`src/rtl/tmhr_pkg.sv`:
```
`default_nettype none
package tmhr_pkg;

    typedef enum logic [1:0] {
        CLS_UNKNOWN = 2'd0,
        CLS_UP      = 2'd1,
        CLS_DOWN    = 2'd2,
        CLS_NONE    = 2'd3
    } cls_t;

    typedef enum logic [0:0] {
        REG_FACE_THRESHOLD = 1'b0,
        REG_STABLE_SAMPLES = 1'b1
    } cfg_reg_t;

    localparam logic [14:0] THRESHOLD_RESET = 15'd13107;
    localparam logic [2:0]  STABLE_RESET    = 3'd5;
    localparam logic [2:0]  RUN_MAX         = 3'd7;

    // floor(x / 1000) = (x * DIV1000_MUL) >> 38 for any 32-bit x
    localparam logic [28:0] DIV1000_MUL = 29'd274877907;
    // floor(x / 60) = (x * DIV60_MUL) >> 37 for any 32-bit x
    localparam logic [31:0] DIV60_MUL   = 32'h8888_8889;

endpackage
`default_nettype wire

```
`src/rtl/tilt_mode_hold_to_run_timer.sv`:
```
// tilt mode hold-to-run timer
// input stream s_*: one sensor sample per transfer; tdata carries accel_z,
// button_down and now_ms. output stream m_*: one result per sample with mode,
// flags, elapsed seconds, minutes and seconds.
// cfg_*: register writes (index 0 face threshold, 1 stable sample count),
// always ready; write only while no sample is in flight.
// throughput: one sample per cycle while m_tready is high; five register
// stages (input, state update, divide-by-1000 product, divide-by-60
// product, output), each moves independently, so a bubble is filled as
// soon as it appears. when m_tready is low the output holds and earlier
// stages keep filling until all are full; then s_tready drops.
// reset: all stages empty, tilt state cleared, no mode, timer disarmed,
// threshold 13107 and stable count 5.
`default_nettype none
module tilt_mode_hold_to_run_timer
    import tmhr_pkg::*;
(
    input  wire logic        clk,
    input  wire logic        rst_n,
    input  wire logic        s_tvalid,
    output logic             s_tready,
    input  wire logic [55:0] s_tdata,   // accel_z[15:0], button_down[16],
                                        // now_ms[48:17], zero[55:49]
    output logic             m_tvalid,
    input  wire logic        m_tready,
    output logic [55:0]      m_tdata,   // focus_mode[1:0], armed[2], held[3],
                                        // elapsed_seconds[26:4], minutes[43:27],
                                        // seconds[49:44], zero[55:50]
    input  wire logic        cfg_valid,
    output logic             cfg_ready,
    input  wire logic [0:0]  cfg_index,
    input  wire logic [14:0] cfg_data
);

    logic [14:0] threshold_reg;
    logic [2:0]  stable_reg;

    cls_t        last_class_reg, last_class_next;
    cls_t        accepted_face_reg, accepted_face_next;
    logic [2:0]  stable_run_reg, stable_run_next;
    cls_t        mode_reg, mode_next;
    logic        armed_reg, armed_next;
    logic        held_reg, held_next;
    logic [31:0] session_start_reg, session_start_next;
    logic [31:0] total_ms_reg, total_ms_next;

    logic        v0_reg, v1_reg, v2_reg, v3_reg, v4_reg;
    logic        rdy0, rdy1, rdy2, rdy3, rdy4;

    logic [15:0] s0_z_reg;
    logic [31:0] s0_now_reg;
    logic        s0_btn_reg;

    logic [1:0]  s1_mode_reg, s2_mode_reg, s3_mode_reg, s4_mode_reg;
    logic        s1_armed_reg, s2_armed_reg, s3_armed_reg, s4_armed_reg;
    logic        s1_held_reg, s2_held_reg, s3_held_reg, s4_held_reg;
    logic [31:0] s1_ms_reg, ms_next;
    logic [60:0] s2_prod_reg;
    logic [22:0] s3_elapsed_reg, s4_elapsed_reg;
    logic [54:0] s3_prod_reg;
    logic [16:0] s4_minutes_reg;
    logic [5:0]  s4_seconds_reg;

    logic        step;
    cls_t        cls;
    logic signed [16:0] z_ext;
    logic signed [16:0] th_ext;
    logic [2:0]  run_inc;
    logic [22:0] elapsed_w;
    logic [16:0] minutes_w;
    logic [22:0] min_times60;

    assign rdy4     = !v4_reg || m_tready;
    assign rdy3     = !v3_reg || rdy4;
    assign rdy2     = !v2_reg || rdy3;
    assign rdy1     = !v1_reg || rdy2;
    assign rdy0     = !v0_reg || rdy1;
    assign s_tready = rdy0;
    assign step     = v0_reg && rdy1;
    assign cfg_ready = 1'b1;

    // config registers
    always_ff @(posedge clk or negedge rst_n)
    begin
        if (!rst_n)
        begin
            threshold_reg <= THRESHOLD_RESET;
            stable_reg    <= STABLE_RESET;
        end
        else if (cfg_valid)
        begin
            case (cfg_reg_t'(cfg_index))
                REG_FACE_THRESHOLD: threshold_reg <= cfg_data;
                REG_STABLE_SAMPLES: stable_reg    <= cfg_data[2:0];
                default:            threshold_reg <= threshold_reg;
            endcase
        end
    end

    // classify and update tilt / timer state
    always_comb
    begin
        z_ext  = signed'({s0_z_reg[15], s0_z_reg});
        th_ext = signed'({2'b00, threshold_reg});
        if (z_ext > th_ext)
            cls = CLS_UP;
        else if (z_ext < -th_ext)
            cls = CLS_DOWN;
        else
            cls = CLS_UNKNOWN;

        run_inc = (stable_run_reg != RUN_MAX) ? stable_run_reg + 3'd1 : RUN_MAX;

        last_class_next    = cls;
        accepted_face_next = accepted_face_reg;
        stable_run_next    = stable_run_reg;
        mode_next          = mode_reg;
        armed_next         = armed_reg;
        held_next          = held_reg;
        session_start_next = session_start_reg;
        total_ms_next      = total_ms_reg;

        if (cls == last_class_reg)
        begin
            stable_run_next = run_inc;
            if (run_inc >= stable_reg)
            begin
                stable_run_next = 3'd0;
                if (accepted_face_reg != cls)
                begin
                    accepted_face_next = cls;
                    if (cls == CLS_UP || cls == CLS_DOWN)
                    begin
                        if (mode_reg != cls)
                        begin
                            mode_next     = cls;
                            total_ms_next = 32'd0;
                            armed_next    = 1'b1;
                        end
                    end
                    else
                    begin
                        mode_next     = CLS_UNKNOWN;
                        armed_next    = 1'b0;
                        total_ms_next = 32'd0;
                    end
                end
            end
        end
        else
        begin
            stable_run_next = 3'd1;
        end

        // button edges
        if (s0_btn_reg != held_reg)
        begin
            held_next = s0_btn_reg;
            if (armed_next)
            begin
                if (s0_btn_reg)
                    session_start_next = s0_now_reg;
                else
                    total_ms_next = total_ms_next + (s0_now_reg - session_start_reg);
            end
        end

        ms_next = 32'd0;
        if (mode_next == CLS_UP || mode_next == CLS_DOWN)
        begin
            ms_next = total_ms_next;
            if (held_next && armed_next)
                ms_next = total_ms_next + (s0_now_reg - session_start_next);
        end
    end

    always_ff @(posedge clk or negedge rst_n)
    begin
        if (!rst_n)
        begin
            last_class_reg    <= CLS_NONE;
            accepted_face_reg <= CLS_NONE;
            stable_run_reg    <= 3'd0;
            mode_reg          <= CLS_UNKNOWN;
            armed_reg         <= 1'b0;
            held_reg          <= 1'b0;
            session_start_reg <= 32'd0;
            total_ms_reg      <= 32'd0;
        end
        else if (step)
        begin
            last_class_reg    <= last_class_next;
            accepted_face_reg <= accepted_face_next;
            stable_run_reg    <= stable_run_next;
            mode_reg          <= mode_next;
            armed_reg         <= armed_next;
            held_reg          <= held_next;
            session_start_reg <= session_start_next;
            total_ms_reg      <= total_ms_next;
        end
    end

    // stage valids
    always_ff @(posedge clk or negedge rst_n)
    begin
        if (!rst_n)
        begin
            v0_reg <= 1'b0;
            v1_reg <= 1'b0;
            v2_reg <= 1'b0;
            v3_reg <= 1'b0;
            v4_reg <= 1'b0;
        end
        else
        begin
            if (rdy0)
                v0_reg <= s_tvalid;
            if (rdy1)
                v1_reg <= v0_reg;
            if (rdy2)
                v2_reg <= v1_reg;
            if (rdy3)
                v3_reg <= v2_reg;
            if (rdy4)
                v4_reg <= v3_reg;
        end
    end

    assign elapsed_w   = s2_prod_reg[60:38];
    assign minutes_w   = s3_prod_reg[53:37];
    assign min_times60 = ({6'd0, minutes_w} << 6) - ({6'd0, minutes_w} << 2);

    // stage payloads
    always_ff @(posedge clk)
    begin
        if (rdy0 && s_tvalid)
        begin
            s0_z_reg   <= s_tdata[15:0];
            s0_btn_reg <= s_tdata[16];
            s0_now_reg <= s_tdata[48:17];
        end
        if (rdy1)
        begin
            s1_mode_reg  <= mode_next;
            s1_armed_reg <= armed_next;
            s1_held_reg  <= held_next;
            s1_ms_reg    <= ms_next;
        end
        if (rdy2)
        begin
            s2_mode_reg  <= s1_mode_reg;
            s2_armed_reg <= s1_armed_reg;
            s2_held_reg  <= s1_held_reg;
            s2_prod_reg  <= {29'd0, s1_ms_reg} * {32'd0, DIV1000_MUL};
        end
        if (rdy3)
        begin
            s3_mode_reg    <= s2_mode_reg;
            s3_armed_reg   <= s2_armed_reg;
            s3_held_reg    <= s2_held_reg;
            s3_elapsed_reg <= elapsed_w;
            s3_prod_reg    <= {32'd0, elapsed_w} * {23'd0, DIV60_MUL};
        end
        if (rdy4)
        begin
            s4_mode_reg    <= s3_mode_reg;
            s4_armed_reg   <= s3_armed_reg;
            s4_held_reg    <= s3_held_reg;
            s4_elapsed_reg <= s3_elapsed_reg;
            s4_minutes_reg <= minutes_w;
            s4_seconds_reg <= 6'(s3_elapsed_reg - min_times60);
        end
    end

    assign m_tvalid = v4_reg;
    assign m_tdata  = {6'd0, s4_seconds_reg, s4_minutes_reg, s4_elapsed_reg,
                       s4_held_reg, s4_armed_reg, s4_mode_reg};

endmodule
`default_nettype wire

```
`config.mk`:
```
export PLATFORM = sky130hd
export DESIGN_NAME = tilt_mode_hold_to_run_timer
export DESIGN_NICKNAME = d
export VERILOG_FILES = /design/src/rtl/tmhr_pkg.sv /design/src/rtl/tilt_mode_hold_to_run_timer.sv
export SDC_FILE = /design/constraint.sdc
export NUM_CORES = 2
export LEC_CHECK = 0
export BUFFER_PORTS_ARGS = -buffer_cell sky130_fd_sc_hd__clkbuf_2
export CAP_MARGIN = 30
export CORE_ASPECT_RATIO = 1.25
export CORE_MARGIN = 4
export CORE_UTILIZATION = 45
export DETAILED_ROUTE_END_ITERATION = 8
export PLACE_DENSITY = 0.61
export SYNTH_ARGS = -nofsm -noshare
export SYNTH_HDL_FRONTEND = slang
export SYNTH_SLANG_ARGS = --single-unit
```
`constraint.sdc`:
```
create_clock -name clk -period 16.3 [get_ports clk]
set_input_delay 4.89 -clock clk [delete_from_list [all_inputs] [get_ports clk]]
set_output_delay 4.89 -clock clk [all_outputs]
set_load 0.01 [all_outputs]
```
# Word level (Yosys, flattened, before mapping)
# Index checks and enable logic that the tools add are counted.
[totals]
reg_bits = 379
output_inout_bits = 59
in_bits = 77
[classes]
n_bitwise = 1
add_sub_neg = 8
eq_ne = 9
order_cmp = 3
muxes = 28
mul = 2
n_reduce_logical = 18
[op_table]
columns = ["op", "count"]
rows = [
  ["$mux 32", 12],
  ["$add 32x32->32", 2],
  ["$sub 32x32->32", 2],
  ["$mul 32x29->61 const B", 1],
  ["$mul 23x32->54 const B", 1],
  ["$lt 16x17->1", 1],
  ["$neg 15->17", 1],
  ["$gt 16x16->1", 1],
  ["$mux 2", 7],
  ["$mux 3", 3],
  ["$logic_or 1x1->1", 7],
  ["$mux 1", 6],
  ["$sub 1x6->6 const A", 1],
  ["$sub 6x6->6", 1],
  ["$logic_not 1->1", 5],
  ["$eq 2x1->1 const B", 2],
  ["$eq 2x2->1 const B", 2],
  ["$ne 2x2->1", 2],
  ["$reduce_and 2->1", 2],
  ["$reduce_and 4->1", 1],
  ["$add 3x1->3 const B", 1],
  ["$ge 3x3->1", 1],
  ["$logic_and 1x1->1", 3],
  ["$ne 3x3->1 const B", 1],
  ["other kinds (3)", 3],
]

# Logic depth before layout (Yosys ltp)
[logic_depth]
depth_word = 16
depth_mapped = 46

# Least setup slack after synthesis
# Ideal clock, no wire load.
[synth_path]
path_type = "input port to output port"
from = "input port m_tready"
to = "output port s_tready"
path_slack_ns = 4.791
required_time_ns = 11.410
stages = 4
path_buffers = 0
arrival_ns = 6.619
cell_sequence = "nor2b_1 -> nand4_1 -> inv_1 -> nand2_1"
[synth_between]
elab_chain_len = 5
[synth_rtl]
columns = ["item", "line", "text"]
rows = [
  ["from (decl)", "tilt_mode_hold_to_run_timer.sv:25", "input wire logic m_tready,"],
  ["$logic_or 1x1->1", "tilt_mode_hold_to_run_timer.sv:73", "assign rdy4 = !v4_reg || m_tready;"],
  ["$logic_or 1x1->1", "tilt_mode_hold_to_run_timer.sv:74", "assign rdy3 = !v3_reg || rdy4;"],
  ["$logic_or 1x1->1", "tilt_mode_hold_to_run_timer.sv:75", "assign rdy2 = !v2_reg || rdy3;"],
  ["$logic_or 1x1->1", "tilt_mode_hold_to_run_timer.sv:76", "assign rdy1 = !v1_reg || rdy2;"],
  ["net rdy1", "tilt_mode_hold_to_run_timer.sv:48", "logic rdy0, rdy1, rdy2, rdy3, rdy4;"],
  ["$logic_or 1x1->1", "tilt_mode_hold_to_run_timer.sv:77", "assign rdy0 = !v0_reg || rdy1;"],
  ["to (decl)", "tilt_mode_hold_to_run_timer.sv:21", "output logic s_tready,"],
]
# The timed path passes the listed nets, and every way through them passes these cells.

# Final worst setup path
[layout_path]
from = "register threshold_reg[2]"
to = "register s1_ms_reg[31] (data pin)"
[layout_between]
elab_chain_len = 16
word_cells_on_any_way = 39
cone_classes = "4 x add/sub; 2 x order compare; 7 x eq/ne; 23 x mux; 3 x reduce/logical"
[layout_rtl]
columns = ["item", "line", "text"]
rows = [
  ["from (decl)", "tilt_mode_hold_to_run_timer.sv:35", "logic [14:0] threshold_reg;"],
  ["from (signal assigned)", "tilt_mode_hold_to_run_timer.sv:93", "REG_FACE_THRESHOLD: threshold_reg <= cfg_data;"],
  ["from (signal assigned)", "tilt_mode_hold_to_run_timer.sv:95", "default: threshold_reg <= threshold_reg;"],
  ["$neg 15->17", "tilt_mode_hold_to_run_timer.sv:107", "else if (z_ext < -th_ext)"],
  ["$lt 16x17->1", "tilt_mode_hold_to_run_timer.sv:107", ""],
  ["$mux 2", "tilt_mode_hold_to_run_timer.sv:107", ""],
  ["$mux 2 (*)", "tilt_mode_hold_to_run_timer.sv:105", "if (z_ext > th_ext)"],
  ["$ne 2x2->1 (tied with other cells)", "tilt_mode_hold_to_run_timer.sv:134", "if (mode_reg != cls)"],
  ["$mux 32 / $logic_or 1x1->1 (equally long branches)", "tilt_mode_hold_to_run_timer.sv:134, tilt_mode_hold_to_run_timer.sv:132", ""],
  ["$mux 32", "tilt_mode_hold_to_run_timer.sv:132", "if (cls == CLS_UP || cls == CLS_DOWN)"],
  ["$mux 32", "tilt_mode_hold_to_run_timer.sv:129", "if (accepted_face_reg != cls)"],
  ["$mux 32", "tilt_mode_hold_to_run_timer.sv:126", "if (run_inc >= stable_reg)"],
  ["$mux 32", "tilt_mode_hold_to_run_timer.sv:123", "if (cls == last_class_reg)"],
  ["$add 32x32->32", "tilt_mode_hold_to_run_timer.sv:164", "total_ms_next = total_ms_next + (s0_now_reg - session_start_reg);"],
  ["$mux 32", "tilt_mode_hold_to_run_timer.sv:161", "if (s0_btn_reg)"],
  ["$mux 32", "tilt_mode_hold_to_run_timer.sv:159", "if (armed_next)"],
  ["$mux 32", "tilt_mode_hold_to_run_timer.sv:156", "if (s0_btn_reg != held_reg)"],
  ["$add 32x32->32", "tilt_mode_hold_to_run_timer.sv:173", "ms_next = total_ms_next + (s0_now_reg - session_start_next);"],
  ["$mux 32", "tilt_mode_hold_to_run_timer.sv:172", "if (held_next && armed_next)"],
  ["to (signal assigned)", "tilt_mode_hold_to_run_timer.sv:247", "s1_ms_reg <= ms_next;"],
  ["to (decl)", "tilt_mode_hold_to_run_timer.sv:57", "logic [31:0] s1_ms_reg, ms_next;"],
]
# Mark *: on every way between the ends. The rest lies on a longest branch, timed or not.
# A chain may end at the register's enable or synchronous reset.

==> flow_metrics.env <==
export IMPL_critPathKind="flop to flop"
export IMPL_crit_path_end_kind="flop"
export IMPL_max_freq_mhz=89.72
export IMPL_fillers=7127
export IMPL_synth_avg_cell_area_um2=10.75
export IMPL_netlist_area_mm2=0.03549
export IMPL_synth_largest_area_cell="fa_1"
export IMPL_synth_cells=3301
export IMPL_antenna_found_initial=1
export IMPL_final_max_slew_viol_count=0
export IMPL_cts_buffer_depth=3
export IMPL_grt_overflow=0
export IMPL_insertion_delay_ns=0.58
export IMPL_synth_cell_types=78
export IMPL_r2r_cells=42
export IMPL_track_usage_pct=18.55
export IMPL_synth_edff_count=204
export IMPL_drv_cap=0
export IMPL_routabilityCongestion=0.8660
export IMPL_num_rows=114
export IMPL_rsz0062_at_grt="no"
export IMPL_coreArea_mm2=0.07774
export IMPL_dp_hpwl_um=61530
export IMPL_drt_iter0_drc=737
export IMPL_io_buffers=121
export IMPL_cts_sinks=302
export IMPL_fin_crit_sh_pct=68.38
export IMPL_cp_required_ns=16.60
export IMPL_ioPinCount=136
export IMPL_post_cts_buffers=0
export IMPL_period_minus_slack_ns=11.15
export IMPL_viasPerCell=5.044
export IMPL_synthFlopType="edfxtp_1"
export IMPL_netlist_top_cells_area="fa_1, ha_1, edfxtp_1"
export IMPL_cts_root_buf="clkbuf_16"
export IMPL_worst_path_max_fanout=33
export IMPL_hp_class="flop to flop"
export IMPL_hold_violations=0
export IMPL_routed_wirelength_um=74290
export IMPL_synthArstFlopShare_pct=32.45
export IMPL_dieArea_mm2=0.08346
export IMPL_ys_seq_area_share_pct=24.22
export IMPL_cts_hold_buf=0
export IMPL_tightest_slew_ns=0.9761
export IMPL_htreeDepth=2
export IMPL_setup_viol=0
export IMPL_yosys_area_top_type_share_pct=24.20
export IMPL_drt_pass1_iterations=5
export IMPL_wl_per_cell_um=16.50
export IMPL_synth_warnings=0
export IMPL_drive_gt1_share_pct=8.184
export IMPL_drtAntennaViolNets=0
export IMPL_grt_first_pass_wirelength_um=124300
export IMPL_clk_pin_slew_ns=0.06
export IMPL_relSlewSlack_pct=34.68
export IMPL_die_h_um=322
export IMPL_grt_max_degree=70
export IMPL_grt_pass1_vias=24150
export IMPL_slowest_stage="or4_1"
export IMPL_syn_to_final_growth_pct=8.679
export IMPL_holdPathStages=0
export IMPL_antenna_cells=0
export IMPL_ys_seq_elements=302
export IMPL_cts_tree="yes"
export IMPL_drc=0
export IMPL_nets=4595
export IMPL_cp_common_cell="a21oi_1"
export IMPL_fin_setup_tns_ns=0
export IMPL_start_util_pct=45.66
export IMPL_start_kind="flop"
export IMPL_cts_buffers=36
export IMPL_cp_arrival_ns=11.45
export IMPL_finalClockSkew_ns=0.03683
export IMPL_via_count=22710
export IMPL_cts_repair_resized=0
export IMPL_outcome="finished, final reports clean"
export IMPL_slowest_delay_ns=0.54
export IMPL_die_w_um=259.2
[worst max-delay path: cells and delay by family, from the launching register on]
kind	cells	cell delay [ns]
AND/OR/NAND/NOR	15	3.68
AO/OA/AOI/OAI	15	3.44
buffers and inverters	4	0.66
multiplexers	1	0.31
adder cells (fa/ha/maj)	5	2.07
flip-flops	1	0.41
XOR/XNOR	2	0.23
[final cells by class]
| cell class | instances | area [um2] | share of cell area, % |
|---|---|---|---|
| clock buffers | 46 | 989.7 | 2.566 |
| clock inverters | 19 | 259.0 | 0.6714 |
| well taps | 1044 | 1306 | 3.386 |
| inverters | 745 | 2796 | 7.249 |
| flip-flops and latches | 302 | 8596 | 22.28 |
| repair buffers | 139 | 775.7 | 2.011 |
| multi-input cells | 2207 | 23850 | 61.83 |
[path summary, 6_finish.rpt]
path	from	endpoint	slack (ns)
setup / recovery	threshold_reg[2]	s1_ms_reg[31]	5.15
hold / removal	s2_held_reg	s3_held_reg	0.41
setup reg to reg	threshold_reg[2]	s1_ms_reg[31]	5.15
hold reg to reg	s2_held_reg	s3_held_reg	0.41
max in group asynchronous	rst_n	m_tvalid	10.76
min in group asynchronous	rst_n	session_start_reg[2]	4.33
[cell families after synthesis]
family | count (synthesis) | synth area share, %
xor+xnor | 104 | 2.566
fa+ha+maj | 1087 | 47.39
other cells | 2 | 0.02116
simple gates | 465 | 6.261
flops | 302 | 24.22
mux | 67 | 2.358
compound gates | 477 | 8.499
buf+inv | 797 | 8.686
[metal layers]
layer	part of all wire, %	track usage (%)
met1	43	23.35
met2	52	34.29
met3	2.5	1.801
met4	2.5	4.643
met5	0	0
[through the flow]
step | worst slack (ns) | std cells | hold slack (ns) | area, um2 | utilization [%]
finish | 5.154 | 4502 | 0.4112 | 38570 | 49.62
global placement | 5.280 | 4434 | 0.4012 | 37270 | 47.94
detailed placement | 5.255 | 4436 | 0.4045 | 37310 | 47.99
CTS | 5.202 | 4501 | 0.4131 | 38550 | 49.60
floorplan | 4.791 | 3306 | 0.4003 | 35510 | -
global route | 4.461 | 4502 | 0.4158 | 38570 | 49.62
[Yosys cell counts, drive strengths merged, types with 5 or more instances]
cell type  number
a211oi         46
o31a            7
buf            23
nor3b           5
a21oi         112
nand4          27
or3             8
o21ai         142
inv           745
a31oi          14
nand2b         25
dfstp          14
edfxtp        204
ha            658
nand3b          7
and2           12
mux2           55
xor2           32
mux2i          12
xnor2          72
nor2           91
nand3          32
or2            10
nand2         178
nor2b          15
clkbuf         29
o21bai         16
dfrtp          84
o21a           14
nor4            6
and3           18
o211ai          9
fa            429
nor3           24
a21o           69
[placed cells by master (no fill, tap or decap), drive strengths merged, types with 15 or more instances in the layout]
cell type    n
nand3       32
xnor2       72
buf         19
nand2b      25
a211oi      46
a21oi      112
mux2        55
nand4       27
ha         658
xor2        32
dfrtp       84
nor2        91
o21bai      16
clkbuf     166
nor2b       15
a21o        69
o21ai      142
fa         429
edfxtp     204
and3        18
inv        749
nor3        24
nand2      178
Power is left out: the tool's default activity adds up to more than one toggle a clock period on the data nets, which glitch-free logic cannot reach.
